===== config.mk =====
export PLATFORM = sky130hd
export DESIGN_NAME = tcw_queue
export DESIGN_NICKNAME = d
export VERILOG_FILES = /design/src/tcw_pkg.sv /design/src/tcw_queue.sv
export SDC_FILE = /design/constraint.sdc
export NUM_CORES = 1
export LEC_CHECK = 0
export BUFFER_PORTS_ARGS = -buffer_cell sky130_fd_sc_hd__buf_4
export CAP_MARGIN = 15
export CORE_MARGIN = 4
export CORE_UTILIZATION = 35
export CTS_CLUSTER_DIAMETER = 40
export DETAILED_ROUTE_END_ITERATION = 8
export SYNTH_ARGS = -nofsm -noshare
export SYNTH_HDL_FRONTEND = slang
export SYNTH_SLANG_ARGS = --single-unit

===== constraint.sdc =====
create_clock -name clk -period 2.9 [get_ports clk]
set_input_delay 0.29 -clock clk [delete_from_list [all_inputs] [get_ports clk]]
set_output_delay 0.29 -clock clk [all_outputs]
set_load 0.02 [all_outputs]

===== src/tcw_pkg.sv =====
`timescale 1ns / 1ps
// shared constants, codes and types of the text console writer
package tcw_pkg;

    localparam int COLUMNS = 80;
    localparam int ROWS    = 25;
    localparam int CELLS   = COLUMNS * ROWS;

    localparam int COL_W    = $clog2(COLUMNS);
    localparam int ROW_W    = $clog2(ROWS);
    localparam int ADDR_W   = $clog2(CELLS);
    localparam int SCAN_W   = $clog2(CELLS + 1);
    localparam int CELL_W   = 16;
    localparam int POS_W    = 12;
    localparam int CURSOR_W = 11;

    localparam int QUEUE_DEPTH = 2;
    localparam int QPTR_W      = $clog2(QUEUE_DEPTH);
    localparam int QCNT_W      = $clog2(QUEUE_DEPTH + 1);

    localparam int CFG_IDX_W = 1;
    localparam logic [CFG_IDX_W-1:0] CFG_STANDARD_COLOR = 1'd0;
    localparam logic [CFG_IDX_W-1:0] CFG_ERROR_COLOR    = 1'd1;

    localparam logic [7:0] STD_COLOR_RESET = 8'd15;
    localparam logic [7:0] ERR_COLOR_RESET = 8'd4;

    localparam logic [2:0] CMD_STREAM = 3'd0;
    localparam logic [2:0] CMD_PUT    = 3'd1;
    localparam logic [2:0] CMD_DELETE = 3'd2;
    localparam logic [2:0] CMD_CLEAR  = 3'd3;
    localparam logic [2:0] CMD_READ   = 3'd4;

    localparam logic [7:0] CH_BS    = 8'h08;
    localparam logic [7:0] CH_TAB   = 8'h09;
    localparam logic [7:0] CH_NL    = 8'h0A;
    localparam logic [7:0] CH_CR    = 8'h0D;
    localparam logic [7:0] CH_SPACE = 8'h20;
    localparam logic [7:0] CH_E     = 8'h45;

    localparam int TAB_STEP = 4;

    typedef enum logic [3:0] {
        K_WRITE_ADV,
        K_WRITE_STAY,
        K_NEWLINE,
        K_RETURN,
        K_TAB,
        K_MARK_ERR,
        K_DELETE,
        K_CLEAR,
        K_READ,
        K_REPORT
    } tcw_kind_t;

    typedef struct packed {
        tcw_kind_t          kind;
        logic [7:0]         ch;
        logic [7:0]         attr;
        logic               use_cursor;
        logic [ROW_W-1:0]   row;
        logic [COL_W-1:0]   col;
        logic               err;
        logic [POS_W-1:0]   pos;
        logic               pos_cur;
    } tcw_op_t;

endpackage


===== src/tcw_queue.sv =====
`timescale 1ns / 1ps
// short command queue between front end and back end
module tcw_queue (
    input  logic             clk,
    input  logic             rst_n,
    input  logic             push,
    input  tcw_pkg::tcw_op_t push_op,
    input  logic             pop,
    output tcw_pkg::tcw_op_t head_op,
    output logic             empty,
    output logic             full
);

    import tcw_pkg::*;

    tcw_op_t           slot_reg [QUEUE_DEPTH];
    logic [QPTR_W-1:0] wr_ptr_reg;
    logic [QPTR_W-1:0] rd_ptr_reg;
    logic [QCNT_W-1:0] count_reg;
    logic [QPTR_W-1:0] wr_ptr_next;
    logic [QPTR_W-1:0] rd_ptr_next;
    logic [QCNT_W-1:0] count_next;

    assign empty   = (count_reg == '0);
    assign full    = (count_reg == QCNT_W'(QUEUE_DEPTH));
    assign head_op = slot_reg[rd_ptr_reg];

    always_comb
    begin
        wr_ptr_next = wr_ptr_reg;
        rd_ptr_next = rd_ptr_reg;
        count_next  = count_reg;
        if (push)
        begin
            wr_ptr_next = (wr_ptr_reg == QPTR_W'(QUEUE_DEPTH - 1)) ? '0 : wr_ptr_reg + 1'b1;
        end
        if (pop)
        begin
            rd_ptr_next = (rd_ptr_reg == QPTR_W'(QUEUE_DEPTH - 1)) ? '0 : rd_ptr_reg + 1'b1;
        end
        if (push && !pop)
        begin
            count_next = count_reg + 1'b1;
        end
        else if (pop && !push)
        begin
            count_next = count_reg - 1'b1;
        end
    end

    always_ff @(posedge clk or negedge rst_n)
    begin
        if (!rst_n)
        begin
            wr_ptr_reg <= '0;
            rd_ptr_reg <= '0;
            count_reg  <= '0;
        end
        else
        begin
            wr_ptr_reg <= wr_ptr_next;
            rd_ptr_reg <= rd_ptr_next;
            count_reg  <= count_next;
        end
    end

    always_ff @(posedge clk)
    begin
        if (push)
        begin
            slot_reg[wr_ptr_reg] <= push_op;
        end
    end

endmodule


==> flow_results.xml <==
<?xml version="1.0" encoding="UTF-8"?>
<metrics>
  <group name="yosys">
    <metric name="synthesis.instances" unit="">162</metric>
    <metric name="ys_types" unit="">13</metric>
    <metric name="asyncSetResetFlopFracSynth" unit="%">4.08</metric>
    <metric name="flops_latches_synth" unit="">98</metric>
    <metric name="yosysWarnings" unit="">0</metric>
    <metric name="synth_edf_count" unit="">94</metric>
    <metric name="yosysTopAreaCellShare" unit="%">77.2</metric>
    <metric name="synth_top_cell_by_area" unit="">sky130_fd_sc_hd__edfxtp_1</metric>
    <metric name="syn_area_per_cell" unit="um2">22.6</metric>
    <metric name="synth-seq-area-share" unit="%">79.9</metric>
    <metric name="synth_top_cells_by_count" unit="">sky130_fd_sc_hd__edfxtp_1, sky130_fd_sc_hd__mux2_2, sky130_fd_sc_hd__mux2_4, sky130_fd_sc_hd__dfrtp_1, sky130_fd_sc_hd__xor2_1</metric>
    <metric name="syn_area" unit="um2">3660</metric>
    <metric name="most_common_cell_in_the_netlist" unit="">sky130_fd_sc_hd__edfxtp_1</metric>
    <metric name="yosys_most_used_dff" unit="">sky130_fd_sc_hd__edfxtp_1</metric>
    <metric name="synth_nets" unit="">214</metric>
    <metric name="synth_area_leaders" unit="">sky130_fd_sc_hd__edfxtp_1, sky130_fd_sc_hd__mux2_2, sky130_fd_sc_hd__mux2_4</metric>
  </group>
  <group name="timing">
    <metric name="worst-slew-pin-transition" unit="ns">0.543</metric>
    <metric name="finalClockSkew" unit="ns">0.00889</metric>
    <metric name="finalCriticalPeriod" unit="ns">2.19</metric>
    <metric name="fmax" unit="MHz">456</metric>
    <metric name="unrepaired_setup_endpoints_after_global_routing" unit="">no</metric>
    <metric name="timing.final.crit_share" unit="%">75.7</metric>
    <metric name="final_setup_violation_count" unit="">0</metric>
    <metric name="timing.slew.headroom" unit="%">63.8</metric>
    <metric name="timing.final.max_slew_violations" unit="">0</metric>
    <metric name="tns" unit="ns">0</metric>
    <metric name="final_hold_viol_count" unit="">0</metric>
  </group>
  <group name="floorplanning">
    <metric name="num_rows" unit="">37</metric>
    <metric name="dieHeight" unit="um">110</metric>
    <metric name="design.core.area" unit="um2">10200</metric>
    <metric name="die-width" unit="um">110</metric>
    <metric name="die_area" unit="um2">12100</metric>
    <metric name="top_level_port_count" unit="">100</metric>
    <metric name="initial_core_util" unit="%">35.7</metric>
  </group>
  <group name="placement">
    <metric name="placement.io_buffers" unit="">99</metric>
    <metric name="dpl.hpwl" unit="mm">4.15</metric>
    <metric name="gpl.final_weighted_congestion" unit="">0.690</metric>
  </group>
  <group name="drt">
    <metric name="route.detailed.wl_per_inst" unit="um">15.4</metric>
    <metric name="drt_first_pass_iters" unit="">4</metric>
    <metric name="remaining_drc_errors" unit="">0</metric>
    <metric name="drtIter0Drc" unit="">49</metric>
    <metric name="wirelength" unit="mm">6.33</metric>
    <metric name="vias" unit="">1797</metric>
    <metric name="route.detailed.vias_per_inst" unit="">4.36</metric>
    <metric name="ant_nets" unit="">0</metric>
  </group>
  <group name="setup_path">
    <metric name="critical_path_required" unit="ns">2.61</metric>
    <metric name="timing.critical_path.from_type" unit="">register</metric>
    <metric name="setup.worst_path.class" unit="">reg -&gt; out</metric>
    <metric name="kind_of_capture_point_of_the_worst_setup_path" unit="">output pin</metric>
    <metric name="worstRegToRegCells" unit="">2</metric>
    <metric name="critical_path.startpoint" unit="">rd_ptr_reg</metric>
    <metric name="crit_path_max_fanout" unit="">29</metric>
    <metric name="r2r-start" unit="">wr_ptr_reg</metric>
    <metric name="critical_path_arrival" unit="ns">1.90</metric>
    <metric name="r2r-end" unit="">slot_reg[1][12]</metric>
    <metric name="worstSetupEndpoint" unit="">head_op[21]</metric>
    <metric name="reg2reg_slack" unit="ns">1.27</metric>
  </group>
  <group name="pwr">
    <metric name="sw_frac_of_total" unit="%">31.2</metric>
    <metric name="combPwrFrac" unit="%">37.0</metric>
    <metric name="clock_power_share" unit="%">18.2</metric>
    <metric name="total_switching_power" unit="uW">1410</metric>
    <metric name="p_seq_share" unit="%">44.8</metric>
    <metric name="leakagePower" unit="uW">0.00184</metric>
    <metric name="power.ir.vdd_worst" unit="uV">425</metric>
    <metric name="p_total" unit="uW">4510</metric>
    <metric name="power.density_cell_area" unit="nW/um2">945</metric>
    <metric name="internal-power" unit="uW">3100</metric>
  </group>
  <group name="grt">
    <metric name="first_pass_grt_wire_length" unit="mm">9.19</metric>
    <metric name="grt_max_degree" unit="">40</metric>
    <metric name="grt_pass1_vias" unit="">1870</metric>
    <metric name="antenna_violations_before_repair" unit="">1</metric>
    <metric name="globalRoute.totalOverflow" unit="">0</metric>
    <metric name="grt.total_usage" unit="%">10.5</metric>
  </group>
  <group name="cts">
    <metric name="postCtsSetupBuffers" unit="">0</metric>
    <metric name="cts.path.max_buffers" unit="">2</metric>
    <metric name="post_cts_resize_count" unit="">0</metric>
    <metric name="worst_skew_pair.late_latency" unit="ns">0.34</metric>
    <metric name="clock_tree_from_tritoncts" unit="">yes</metric>
    <metric name="cts_buffers" unit="">9</metric>
    <metric name="postCtsHoldBufs" unit="">1</metric>
    <metric name="root_buf_cell" unit="">sky130_fd_sc_hd__clkbuf_8</metric>
    <metric name="worst_setup_hold_path_clk_slew" unit="ns">0.09</metric>
    <metric name="htree_levels" unit="">3</metric>
    <metric name="clock_net_sink_count" unit="">98</metric>
  </group>
  <group name="finish">
    <metric name="finalNetCount" unit="">323</metric>
    <metric name="antenna_cells" unit="">0</metric>
    <metric name="flip_flop_count_of_the_largest_register_all_copies_and_words_added" unit="">94</metric>
    <metric name="flow.area_growth_from_synthesis" unit="%">30.3</metric>
    <metric name="post_route_cells_drive_above_1_share" unit="%">59.4</metric>
    <metric name="fillerInstances" unit="">878</metric>
  </group>
  <group name="hold_path">
    <metric name="hold_path_class" unit="">in -&gt; reg</metric>
  </group>
  <group name="flow_run">
    <metric name="number_of_max_capacitance_violations_reported" unit="">0</metric>
  </group>
  <group name="outcome">
    <metric name="outcome" unit="">finished, final reports clean</metric>
  </group>
</metrics>
worst min path at each step:
stage / startpoint / to / cells after the start
floorplan: rst_n / count_reg[0] / 0
global placement: rst_n / count_reg[1] / 1
detailed placement: rst_n / count_reg[1] / 1
CTS: push_op[24] / slot_reg[1][24] / 1
global route: push_op[20] / slot_reg[1][20] / 1
finish: push_op[24] / slot_reg[1][24] / 1
worst max-delay path: stages, from the launching register on:
cell,delay (ns)
sky130_fd_sc_hd__dfrtp_2,0.72
sky130_fd_sc_hd__buf_12,0.29
sky130_fd_sc_hd__mux2_2,0.37
sky130_fd_sc_hd__buf_4,0.16
layout by cell type (no fill, tap or decap), drive strengths merged:
| cell type | n |
|---|---|
| and2 | 1 |
| buf | 102 |
| bufinv | 1 |
| clkbuf | 10 |
| clkinv | 4 |
| clkinvlp | 1 |
| dfrtp | 4 |
| dlygate4sd3 | 1 |
| edfxtp | 94 |
| ha | 1 |
| inv | 1 |
| mux2 | 47 |
| nor2 | 2 |
| nor2b | 2 |
| xnor2 | 1 |
| xor2 | 4 |
cell type report:
type	count	area, um2	area share, %
Tap cell	136	170	3.57
Inverter	1	3.75	0.0787
Multi-Input combinational cell	58	696	14.6
Clock buffer	10	128	2.68
Sequential cell	98	2920	61.3
Clock inverter	6	57.6	1.21
Timing Repair Buffer	103	788	16.5
power groups by stage:
stage               sequential [uW]  combinational, uW  clock (uW)
floorplan                      1980               1130           0
global placement               2050               1700           0
detailed placement             2060               1700           0
CTS                            2030               1710         864
global route                   2050               1780         922
finish                         2020               1670         822
cell families (layout without fill, tap and decap cells):
| family | count (synthesis) | count (layout) | synth area share (%) |
|---|---|---|---|
| flip-flops | 98 | 98 | 79.9 |
| multiplexers | 47 | 47 | 16.5 |
| buffers and inverters | 6 | 120 | 1.30 |
| XOR/XNOR | 5 | 5 | 1.20 |
| AND/OR/NAND/NOR | 5 | 5 | 0.719 |
| adder cells (fa/ha/maj) | 1 | 1 | 0.342 |
per-stage QoR:
| step | instance area [um2] | cells | util [%] | hold slack (ns) | setup WS [ns] |
|---|---|---|---|---|---|
| 2_1_floorplan | 3660 | 162 | - | -0.00559 | 0.844 |
| 3_3_place_gp | 4570 | 395 | 44.7 | 0.0927 | 1.04 |
| 3_5_place_dp | 4570 | 395 | 44.7 | 0.0931 | 1.04 |
| 4_1_cts | 4770 | 412 | 46.6 | 0.0961 | 0.637 |
| 5_1_grt | 4770 | 412 | 46.6 | 0.0877 | 0.587 |
| 6_report | 4770 | 412 | 46.6 | 0.124 | 0.706 |
metal layers:
metal | wire (um) | share of wire [%] | track usage (%) | up-vias
li1 | - | - | - | 849
met1 | 2530 | 40 | 11.8 | 876
met2 | 3220 | 51 | 17.7 | 61
met3 | 473 | 7.5 | 3.84 | 9
met4 | 87 | 1.4 | 5.01 | 2
met5 | 13 | 0.21 | 0 | -
Power figures use the tool's default switching activity.
