## src/tcw_pkg.sv

```systemverilog
`timescale 1ns / 1ps
// shared constants, codes and types of the text console writer
package tcw_pkg;

    localparam int COLUMNS = 80;
    localparam int ROWS    = 25;
    localparam int CELLS   = COLUMNS * ROWS;

    localparam int COL_W    = $clog2(COLUMNS);
    localparam int ROW_W    = $clog2(ROWS);
    localparam int ADDR_W   = $clog2(CELLS);
    localparam int SCAN_W   = $clog2(CELLS + 1);
    localparam int CELL_W   = 16;
    localparam int POS_W    = 12;
    localparam int CURSOR_W = 11;

    localparam int QUEUE_DEPTH = 2;
    localparam int QPTR_W      = $clog2(QUEUE_DEPTH);
    localparam int QCNT_W      = $clog2(QUEUE_DEPTH + 1);

    localparam int CFG_IDX_W = 1;
    localparam logic [CFG_IDX_W-1:0] CFG_STANDARD_COLOR = 1'd0;
    localparam logic [CFG_IDX_W-1:0] CFG_ERROR_COLOR    = 1'd1;

    localparam logic [7:0] STD_COLOR_RESET = 8'd15;
    localparam logic [7:0] ERR_COLOR_RESET = 8'd4;

    localparam logic [2:0] CMD_STREAM = 3'd0;
    localparam logic [2:0] CMD_PUT    = 3'd1;
    localparam logic [2:0] CMD_DELETE = 3'd2;
    localparam logic [2:0] CMD_CLEAR  = 3'd3;
    localparam logic [2:0] CMD_READ   = 3'd4;

    localparam logic [7:0] CH_BS    = 8'h08;
    localparam logic [7:0] CH_TAB   = 8'h09;
    localparam logic [7:0] CH_NL    = 8'h0A;
    localparam logic [7:0] CH_CR    = 8'h0D;
    localparam logic [7:0] CH_SPACE = 8'h20;
    localparam logic [7:0] CH_E     = 8'h45;

    localparam int TAB_STEP = 4;

    typedef enum logic [3:0] {
        K_WRITE_ADV,
        K_WRITE_STAY,
        K_NEWLINE,
        K_RETURN,
        K_TAB,
        K_MARK_ERR,
        K_DELETE,
        K_CLEAR,
        K_READ,
        K_REPORT
    } tcw_kind_t;

    typedef struct packed {
        tcw_kind_t          kind;
        logic [7:0]         ch;
        logic [7:0]         attr;
        logic               use_cursor;
        logic [ROW_W-1:0]   row;
        logic [COL_W-1:0]   col;
        logic               err;
        logic [POS_W-1:0]   pos;
        logic               pos_cur;
    } tcw_op_t;

endpackage

```

## src/tcw_front.sv

```systemverilog
`timescale 1ns / 1ps
// front end: configuration registers, input handshake and command decode
module tcw_front (
    input  logic                           clk,
    input  logic                           rst_n,
    input  logic                           in_valid,
    output logic                           in_stall,
    input  logic [2:0]                     cmd,
    input  logic [7:0]                     ch,
    input  logic signed [7:0]              col,
    input  logic signed [5:0]              row,
    input  logic [7:0]                     attr,
    input  logic                           cfg_valid,
    output logic                           cfg_ready,
    input  logic [tcw_pkg::CFG_IDX_W-1:0]  cfg_index,
    input  logic [7:0]                     cfg_data,
    input  logic                           q_full,
    input  logic                           fill_busy,
    output logic                           push,
    output tcw_pkg::tcw_op_t               push_op
);

    import tcw_pkg::*;

    logic [7:0]       std_color_reg;
    logic [7:0]       err_color_reg;
    logic             col_oob;
    logic             row_oob;
    logic             oob;
    logic             use_cur;
    logic [POS_W-1:0] row_sx;
    logic [POS_W-1:0] col_sx;
    logic [POS_W-1:0] pos_err;
    logic [7:0]       put_attr;
    tcw_op_t          op;

    assign cfg_ready = 1'b1;

    always_ff @(posedge clk or negedge rst_n)
    begin
        if (!rst_n)
        begin
            std_color_reg <= STD_COLOR_RESET;
            err_color_reg <= ERR_COLOR_RESET;
        end
        else if (cfg_valid && cfg_ready)
        begin
            unique case (cfg_index)
                CFG_STANDARD_COLOR: std_color_reg <= cfg_data;
                CFG_ERROR_COLOR:    err_color_reg <= cfg_data;
            endcase
        end
    end

    assign col_oob  = !col[7] && (9'(col[6:0]) >= 9'(COLUMNS));
    assign row_oob  = !row[5] && (7'(row[4:0]) >= 7'(ROWS));
    assign oob      = col_oob || row_oob;
    assign use_cur  = col[7] || row[5];
    assign row_sx   = {{(POS_W-6){row[5]}}, row};
    assign col_sx   = {{(POS_W-8){col[7]}}, col};
    assign pos_err  = POS_W'(row_sx * POS_W'(COLUMNS)) + col_sx;
    assign put_attr = (attr == 8'd0) ? std_color_reg : attr;

    always_comb
    begin
        op            = '0;
        op.kind       = K_REPORT;
        op.ch         = ch;
        op.attr       = std_color_reg;
        op.use_cursor = 1'b1;
        unique case (cmd)
            CMD_STREAM:
            begin
                priority if (ch == CH_NL)
                    op.kind = K_NEWLINE;
                else if (ch == CH_CR)
                    op.kind = K_RETURN;
                else if (ch == CH_TAB)
                    op.kind = K_TAB;
                else
                    op.kind = K_WRITE_ADV;
            end
            CMD_PUT:
            begin
                if (oob)
                begin
                    op.kind       = K_MARK_ERR;
                    op.ch         = CH_E;
                    op.attr       = err_color_reg;
                    op.use_cursor = 1'b0;
                    op.row        = ROW_W'(ROWS - 1);
                    op.col        = COL_W'(COLUMNS - 1);
                    op.err        = 1'b1;
                    op.pos        = pos_err;
                end
                else
                begin
                    op.use_cursor = use_cur;
                    op.row        = ROW_W'(row[4:0]);
                    op.col        = COL_W'(col[6:0]);
                    op.attr       = put_attr;
                    op.pos_cur    = 1'b1;
                    priority if (ch == CH_NL)
                        op.kind = K_NEWLINE;
                    else if (ch == CH_BS)
                    begin
                        op.kind = K_WRITE_STAY;
                        op.ch   = CH_SPACE;
                    end
                    else
                        op.kind = K_WRITE_ADV;
                end
            end
            CMD_DELETE:
            begin
                op.kind = K_DELETE;
                op.ch   = CH_SPACE;
            end
            CMD_CLEAR:
            begin
                op.kind = K_CLEAR;
                op.ch   = CH_SPACE;
            end
            CMD_READ:
            begin
                if (oob)
                begin
                    op.err = 1'b1;
                    op.pos = pos_err;
                end
                else
                begin
                    op.kind       = K_READ;
                    op.use_cursor = use_cur;
                    op.row        = ROW_W'(row[4:0]);
                    op.col        = COL_W'(col[6:0]);
                end
            end
            default:
            begin
                op.kind = K_REPORT;
            end
        endcase
    end

    assign in_stall = q_full || fill_busy;
    assign push     = in_valid && !in_stall;
    assign push_op  = op;

endmodule

```

## config.mk

```make
export PLATFORM = sky130hd
export DESIGN_NAME = tcw_front
export DESIGN_NICKNAME = d
export VERILOG_FILES = /design/src/tcw_pkg.sv /design/src/tcw_front.sv
export SDC_FILE = /design/constraint.sdc
export NUM_CORES = 1
export LEC_CHECK = 0
export BUFFER_PORTS_ARGS = -buffer_cell sky130_fd_sc_hd__buf_2
export CAP_MARGIN = 5
export CORE_ASPECT_RATIO = 1.4
export CORE_MARGIN = 2
export CORE_UTILIZATION = 44
export DETAILED_ROUTE_END_ITERATION = 10
export GPL_TIMING_DRIVEN = 0
export PLACE_DENSITY = 0.79
export SYNTH_ARGS = -nofsm -noshare
export SYNTH_HDL_FRONTEND = slang
export SYNTH_SLANG_ARGS = --single-unit
```

## constraint.sdc

```tcl
create_clock -name clk -period 5.1 [get_ports clk]
set_input_delay 1.02 -clock clk [delete_from_list [all_inputs] [get_ports clk]]
set_output_delay 1.02 -clock clk [all_outputs]
set_load 0.05 [all_outputs]
```

==> impl_metrics.yaml, run 1 <==
layout:
  n_antenna_cell: 0
  drive_gt1_share_pct: 37.7
  fill_cells: 371
  fin_cells: 364
  area_delta_synth_final_pct: 31.4
  final_nets: 388
detailed_routing:
  num_vias: 2036
  drc: 0
  antenna_left: 0
  wire_per_inst_um: 13.7
  drt_pass1_iterations: 4
  drt_iter0_markers: 103
  detail_route.wirelength_um: 4980
  vias_per_cell: 5.59
synth:
  synth_seq_cells: 16
  synth-seq-area-share_pct: 22.2
  syn_inst: 222
  ys.flop_type: "dfrtp_1"
  synth_top_area_share_pct: 15.0
  ys_types: 45
  netlist_area_um2: 1830
  async_flop_share_pct: 100
  synthesis.nets: 288
  synth_edf_count: 0
  yosysMostFrequentCell: "o21ai_0"
  synthTopCellsByArea: "dfrtp_1, ha_1, dfstp_2, o21ai_0, mux2i_1"
  synth_top_area_cell: "dfrtp_1"
  yosysWarnings: 0
  syn_avg_cell_area_um2: 8.24
  netlist_top_cells_count: "o21ai_0, nand2_1, ha_1"
global_route:
  grt_max_degree: 17
  grt_pass1_wl_um: 7960
  grt_overflow: 0
  grt_pass1_vias: 1819
  antenna_found_initial: 0
  grt.total_usage_pct: 21.2
timing:
  min_period_over_period_pct: 89.0
  relSlewSlack_pct: 50.3
  worst_slack_ps: 562
  hold_violations: 0
  skew_ps: 0
  max_clock_freq_ghz: 0.220
  fin_crit_ps: 4540
  tightest_slew_ps: 741
  finalSetupTns_ps: 0
  rsz0062_at_grt: "no"
  slew_viol_final: 0
  final-setup-viol-count: 0
floorplanning:
  initial_core_util_pct: 46.3
  dieArea_um2: 4700
  ios: 98
  die_w_um: 58.5
  std_cell_rows: 27
  placeableCoreArea_um2: 3950
  die_h_um: 80.3
critical_path:
  worst-setup-path-type: "in2out"
  crit_fanout: 5
  crit_path_end_kind: "output port"
  cp.required_ps: 4080
  start_kind: "input pin"
  worstPathArrival_ps: 3520
  r2r_cells: 2
placement:
  place_ws_ps: 556
  post-place-cells: 360
  gp_congestion: 0.879
  hpwl_um: 4140
  io_buffers: 95
clock_network:
  cts-buffers-inserted: 3
  insertion_delay_ps: 250
  post_cts_buffers: 0
  hold_buffers: 0
  cts.sinks: 16
  cts.path.max_buffers: 2
  root_buffer: "clkbuf_8"
  cts_tree: "built"
  clk_pin_slew_ps: 60
  h-tree-depth: 1
  post_cts_resized: 0
power:
  power.density_nw_per_um2: 233
  leakagePower_nw: 1.30
  ir_drop_v: 0.000201
worst_hold_path:
  hold_depth: 2
  hp-class: "reg2reg"
run:
  cap_viol_max_count: 0
status:
  status: "complete, no violations"
==> layout by cell type, fill, tap and decap left out, types with 2 or more instances in the layout <==
master,instances
nand2b_1,10
clkbuf_1,6
a211oi_1,4
and3_1,15
dfrtp_1,11
or2_2,2
nor2_1,8
a21o_1,5
a22o_1,2
nand2_1,18
nand3_1,6
dfstp_2,5
o21a_1,2
mux2_2,8
buf_6,2
o21ai_0,21
inv_1,11
xnor2_1,2
nand3b_1,2
buf_2,98
and3b_1,2
a21oi_1,7
o21bai_1,4
nand4_1,2
mux2i_1,10
nor4_1,4
xor2_1,2
fa_1,2
nor2b_1,6
clkbuf_8,3
ha_1,16
o22ai_1,8
nor3_1,4
==> through the flow <==
stage,cell area (um2),hold slack [ps],power (mW),util (%)
3_5_place_dp,2360,493,0.463,59.7
6_report,2400,503,0.560,60.8
3_3_place_gp,2360,487,0.459,59.7
5_1_grt,2400,527,0.597,60.8
2_1_floorplan,1830,474,0.384,-
4_1_cts,2400,506,0.563,60.8
==> cells by family after synthesis <==
| logic type | count (synthesis) | synth area share, % |
|---|---|---|
| AND/OR/NAND/NOR | 81 | 24.3 |
| AO/OA/AOI/OAI | 62 | 22.0 |
| buffers and inverters | 22 | 5.75 |
| adder cells (fa/ha/maj) | 18 | 13.1 |
| multiplexers | 18 | 10.4 |
| flip-flops | 16 | 22.2 |
| XOR/XNOR | 4 | 1.92 |
| other | 1 | 0.205 |
==> routing by layer <==
layer | track usage (%) | wire length, um | vias up
li1 | - | - | 1016
met2 | 39.2 | 2610 | 79
met5 | 0 | 0 | -
met3 | 1.93 | 337 | 7
met4 | 5.81 | 59 | 0
met1 | 25.4 | 1980 | 934
==> power by group <==
group          leakage, nW  total, mW  internal, mW  switching (mW)
logic                 1.10      0.306         0.106           0.200
registers            0.184      0.155         0.148         0.00668
clock network       0.0228     0.0988        0.0554          0.0434
==> worst paths after layout <==
check,start,end,slack [ps]
worst max-delay path,row[1],push_op[12],560
worst min-delay path,std_color_reg[1],std_color_reg[1],500
worst max register to register,std_color_reg[2],std_color_reg[2],4300
worst min register to register,std_color_reg[1],std_color_reg[1],500
max in group asynchronous,rst_n,std_color_reg[1],4120
min in group asynchronous,rst_n,err_color_reg[0],670
==> final cells by class <==
cell class | instances | area (um2) | share of cell area, %
buffer | 11 | 63.8 | 2.65
clock buffer | 4 | 45.0 | 1.87
inverter | 11 | 41.3 | 1.72
multi-input combinational | 184 | 1320 | 54.8
sequential | 16 | 407 | 16.9
tap | 43 | 53.8 | 2.24
timing repair buffer | 95 | 475 | 19.8
==> worst max-delay path, stage by stage <==
cell and delay (ps):
buf_2 140, ha_1 300, ha_1 230, fa_1 410, xor2_1 170, ha_1 220, nor4_1 200, o21ai_0 150
a22o_1 260, a21oi_1 130, buf_2 270
(Power assumes the default switching activity.)
==> inputs of run 2 (changes only) <==
- ABC_AREA: default -> 1
- BUFFER_PORTS_ARGS: -buffer_cell sky130_fd_sc_hd__buf_2 -> default
- DONT_BUFFER_PORTS: default -> 1
- PLACE_DENSITY: 0.79 -> default
==> impl_metrics.yaml, run 2 <==
synth:
  synthTopCellsByArea: "nand2_1, dfrtp_1, nor2_1, ha_1, inv_1"
  synthAdderAreaFrac_pct: 12.2
  netlist_top_cells_count: "nand2_1, nor2_1, inv_1"
  muxShareOfSynthArea_pct: 0
  syn_inst: 338
  synth_compound_area_share_pct: 8.05
  ys_types: 29
  yosysWarnings: 0
  ys.flop_type: "dfrtp_1"
  netlist_area_um2: 1970
  synth_edf_count: 0
  syn_avg_cell_area_um2: 5.84
  synthXorXnorAreaFrac_pct: 2.22
  async_flop_share_pct: 100
  synthSimpleGateAreaFrac_pct: 44.4
  synthesis.nets: 404
  synth_top_area_cell: "nand2_1"
  synth_seq_cells: 16
  yosysMostFrequentCell: "nand2_1"
  synth_top_area_share_pct: 20.0
  synth_top_family_by_area: "simple AND/OR/NAND/NOR gates"
  synth-seq-area-share_pct: 20.6
critical_path:
  critPathCapture: "push_op[12]"
  worstPathArrival_ps: 3610
  r2r-start: "std_color_reg[2]"
  path_cells: "ha_1 -> ha_1 -> fa_1 -> xor2_1 -> ha_1 -> nand2_1 -> inv_1 -> a21oi_1 -> nand2_1 -> nand2_1 -> nand2_1 -> nor2_1"
  cp_common_cell: "nand2_1"
  rr_endpoint: "std_color_reg[2]"
  cpPeakStageDelay_ps: 670
  start_kind: "input pin"
  regToRegSetupSlack_ps: 4350
  crit_cells: 12
  crit_start: "row[1]"
  worst_path_dominant_cell_family: "adder cells"
  r2r_cells: 2
  crit_buf_inv: 1
  cp.required_ps: 4080
  worst-setup-path-type: "in2out"
  crit_path_end_kind: "output port"
  critPathSlowestCell: "nor2_1"
  crit_fanout: 5
clock_network:
  hold_buffers: 0
  root_buffer: "clkbuf_8"
  post_cts_resized: 0
  clk_pin_slew_ps: 70
  cts_tree: "built"
  insertion_delay_ps: 250
  post_cts_buffers: 0
  cts.sinks: 16
  cts-buffers-inserted: 3
  cts.path.max_buffers: 2
  h-tree-depth: 1
layout:
  layout_common_cells: "nand2_1, nor2_1, inv_1, nand3_1, o21ai_0"
  final_nets: 413
  n_antenna_cell: 0
  final_common_cell: "nand2_1"
  drive_gt1_share_pct: 9.25
  fin_area_um2: 2140
  area_delta_synth_final_pct: 8.36
power:
  swShare_pct: 47.8
  clkPwrFrac_pct: 21.1
  switching_power_uw: 260
  power_frac_seq_pct: 28.9
  ir_drop_v: 0.000165
  p_int_uw: 284
  leakagePower_nw: 1.18
  power.density_nw_per_um2: 254
  share_comb_of_total_power_pct: 50.0
global_route:
  grt.total_usage_pct: 22.8
  grt_pass1_wl_um: 9010
  grt_pass1_vias: 1963
  grt_max_degree: 17
  grt_overflow: 0
  antenna_found_initial: 0
timing:
  relSlewSlack_pct: 29.1
  hold_violations: 0
  fin_crit_ps: 4630
  finalSetupTns_ps: 0
  skew_ps: 0
  rsz0062_at_grt: "no"
  min_period_over_period_pct: 90.8
  slew_viol_final: 0
  tightest_slew_ps: 1060
  final-setup-viol-count: 0
  max_clock_freq_ghz: 0.216
floorplanning:
  dieArea_um2: 5050
  ios: 98
  std_cell_rows: 28
  die_w_um: 60.6
  die_h_um: 83.3
  placeableCoreArea_um2: 4270
  initial_core_util_pct: 46.2
placement:
  io_buffers: 0
  hpwl_um: 4540
  gp_congestion: 0.863
  dpl-instance-area_um2: 2080
detailed_routing:
  detail_route.wirelength_um: 5510
  antenna_left: 0
  drc: 0
  vias_per_cell: 4.98
  drt_pass1_iterations: 4
  drt_iter0_markers: 96
  num_vias: 2023
  wire_per_inst_um: 13.6
status:
  status: "complete, no violations"
worst_hold_path:
  hp-class: "in2async"
run:
  cap_viol_max_count: 0
[run 2: layout make-up]
cell class | instances | area (um2)
Tap cell | 60 | 75.1
Multi-Input combinational cell | 263 | 1330
Sequential cell | 16 | 407
Clock buffer | 4 | 55.1
Buffer | 7 | 48.8
Inverter | 52 | 195
Timing Repair Buffer | 4 | 30.0
Fill cell | 492 | 2130
[run 2: cell families (layout without fill, tap and decap cells)]
| family | after synthesis | in the layout |
|---|---|---|
| AND/OR/NAND/NOR | 208 | 208 |
| buffers and inverters | 59 | 67 |
| AO/OA/AOI/OAI | 31 | 31 |
| adder cells (fa/ha/maj) | 18 | 18 |
| flip-flops | 16 | 16 |
| XOR/XNOR | 5 | 5 |
| other | 1 | 1 |
[run 2: worst reg2reg max path: cells and delay by family, from the launching register on]
family | cells | cell delay (ps)
flops | 1 | 550
compound gates | 1 | 80
simple gates | 1 | 50
[run 2: worst min path at each step]
stage | startpoint | endpoint | slack (ps) | depth (start not counted)
after floorplan | err_color_reg[0] | err_color_reg[0] | 450 | 2
after global routing | rst_n | err_color_reg[5] | 440 | 0
final | rst_n | std_color_reg[5] | 450 | 0
after CTS | rst_n | err_color_reg[5] | 450 | 0
after detailed placement | err_color_reg[6] | err_color_reg[6] | 480 | 2
after global placement | err_color_reg[7] | err_color_reg[7] | 470 | 2
[run 2: power by group through the flow]
| stage | clock network (mW) | logic [mW] | registers [mW] |
|---|---|---|---|
| floorplan | 0 | 0.237 | 0.156 |
| global placement | 0 | 0.268 | 0.159 |
| detailed placement | 0 | 0.273 | 0.159 |
| CTS | 0.116 | 0.274 | 0.157 |
| global route | 0.119 | 0.301 | 0.160 |
| finish | 0.115 | 0.272 | 0.157 |
[run 2: metal layers]
layer	part of all wire [%]	global-route usage, %
met4	1.7	6.13
met2	54	41.2
met3	5.8	3.74
met5	0	0
met1	39	26.4
[run 2: stage by stage]
stage / hold slack [ps] / setup slack (ps) / total power [mW] / util, % / cells
after global routing: 445 / 315 / 0.579 / 50.1 / 406
after detailed placement: 476 / 473 / 0.433 / 48.8 / 402
after floorplan: 454 / 630 / 0.393 / - / 338
final: 453 / 471 / 0.544 / 50.1 / 406
after global placement: 469 / 492 / 0.427 / 48.0 / 398
after CTS: 451 / 471 / 0.547 / 50.1 / 406
==> inputs of run 3 (changes only) <==
- ABC_AREA: 1 -> default
- GPL_ROUTABILITY_DRIVEN: default -> 1
==> impl_metrics.yaml, run 3 (synthesis results as in run 1) <==
detailed_routing:
  detail_route.wirelength_um: 4720
  wire_per_inst_um: 17.3
  drc: 0
  drt_iter0_markers: 47
  antenna_left: 0
  vias_per_cell: 6.12
  drt_pass1_iterations: 4
  num_vias: 1670
clock_network:
  insertion_delay_ps: 250
  post_cts_buffers: 0
  cts-buffers-inserted: 3
  cts_tree: "built"
  root_buffer: "clkbuf_8"
  cts.path.max_buffers: 2
  h-tree-depth: 1
  hold_buffers: 0
  post_cts_resized: 0
  cts.sinks: 16
  clk_pin_slew_ps: 60
layout:
  drive_gt1_share_pct: 13.9
  layout_common_cells: "nand2_1, o21ai_0, ha_1, and3_1"
  final_nets: 297
  n_antenna_cell: 0
  area_delta_synth_final_pct: 7.73
  final_common_cell: "nand2_1"
  fin_area_um2: 1970
  fill_cells: 405
critical_path:
  cp.required_ps: 4080
  worst-setup-path-type: "in2out"
  cp_common_cell: "ha_1"
  critPathSlowestCell: "a21oi_1"
  crit_fanout: 5
  cpPeakStageDelay_ps: 810
  worst_path_dominant_cell_family: "compound AO/OA/AOI/OAI gates"
  start_kind: "input pin"
  crit_path_end_kind: "output port"
  crit_buf_inv: 0
  worstPathArrival_ps: 3740
  path_cells: "ha_1 -> ha_1 -> fa_1 -> xor2_1 -> ha_1 -> nor4_1 -> o21ai_0 -> a22o_1 -> a21oi_1"
timing:
  fin_crit_ps: 4760
  slew_viol_final: 0
  relSlewSlack_pct: 24.8
  final-setup-viol-count: 0
  hold_violations: 0
  tightest_slew_ps: 1100
  hold_ws_ps: 458
  finalSetupTns_ps: 0
  skew_ps: 0
  rsz0062_at_grt: "no"
  worst_slack_ps: 344
  min_period_over_period_pct: 93.3
  max_clock_freq_ghz: 0.210
placement:
  io_buffers: 0
  place_ws_ps: 344
  gp_congestion: 0.812
  dpl-instance-area_um2: 1930
  hpwl_um: 3830
global_route:
  use_met1_pct: 25.0
  grtUsageMet2_pct: 35.1
  grt_overflow: 0
  use_met3_pct: 2.90
  grt_max_degree: 17
  antenna_found_initial: 0
  grt.total_usage_pct: 20.1
  busiest_layer: "met2"
  grt_pass1_wl_um: 7320
  grt_pass1_vias: 1614
floorplanning:
  die_h_um: 80.3
  dieArea_um2: 4700
  ios: 98
  die_w_um: 58.5
  initial_core_util_pct: 46.3
  std_cell_rows: 27
  placeableCoreArea_um2: 3950
power:
  leakagePower_nw: 0.909
  ir_drop_v: 0.000206
  power.density_nw_per_um2: 260
run:
  cap_viol_max_count: 0
status:
  status: "complete, no violations"
worst_hold_path:
  hp-class: "in2async"
## run 3: cell types whose count changed in the layout (fill, tap and decap cells not counted), moves of 8 or more
cell	previous run	this run
nand2b_1	0	10
mux2_2	0	8
inv_1	48	11
nor2_1	58	8
nand2_1	105	18
nand3_1	29	6
and3_1	0	15
mux2i_1	0	10
## run 3: cell type report
cell class / count / area, um2 / area share (%)
plain buffers: 11 / 63.8 / 3.24
well taps: 43 / 53.8 / 2.73
clock buffers: 4 / 45.0 / 2.29
flip-flops and latches: 16 / 407 / 20.6
multi-input cells: 184 / 1330 / 67.5
repair buffers: 4 / 30.0 / 1.52
inverters: 11 / 41.3 / 2.10
## run 3: worst paths after layout
path	cells past startpoint	endpoint	slack, ps	from
hold / removal	0	std_color_reg[7]	460	rst_n
max in group asynchronous	0	std_color_reg[3]	4470	rst_n
setup / recovery	9	push_op[12]	340	row[1]
setup reg to reg	2	std_color_reg[2]	4310	std_color_reg[2]
min in group clk	1	err_color_reg[6]	510	err_color_reg[6]
hold reg to reg	1	err_color_reg[6]	510	err_color_reg[6]
## run 3: power breakdown
part,leakage [nW],switching (mW),total [mW],internal [mW]
combinational,0.703,0.181,0.261,0.0801
sequential,0.184,0.00624,0.154,0.148
clock,0.0228,0.0422,0.0976,0.0554
## run 3: routing by layer
metal	part of all wire (%)	routed length, um	up-vias
met1	41	1930	763
met2	50	2360	70
met5	0	0	-
li1	-	-	832
met4	1.2	57	0
met3	7.9	372	5
## run 3: metrics by stage
| stage | total power [mW] | cells | util (%) |
|---|---|---|---|
| final | 0.513 | 273 | 49.9 |
| after global routing | 0.547 | 273 | 49.9 |
| after CTS | 0.517 | 273 | 49.9 |
| after detailed placement | 0.417 | 269 | 48.7 |
| after global placement | 0.412 | 265 | 47.6 |
| after floorplan | 0.384 | 222 | - |
## run 3: worst reg2reg max path, cell delays in order (launching register included)
cell and delay, ps:
dfstp_2 510, inv_1 40, o21ai_0 160
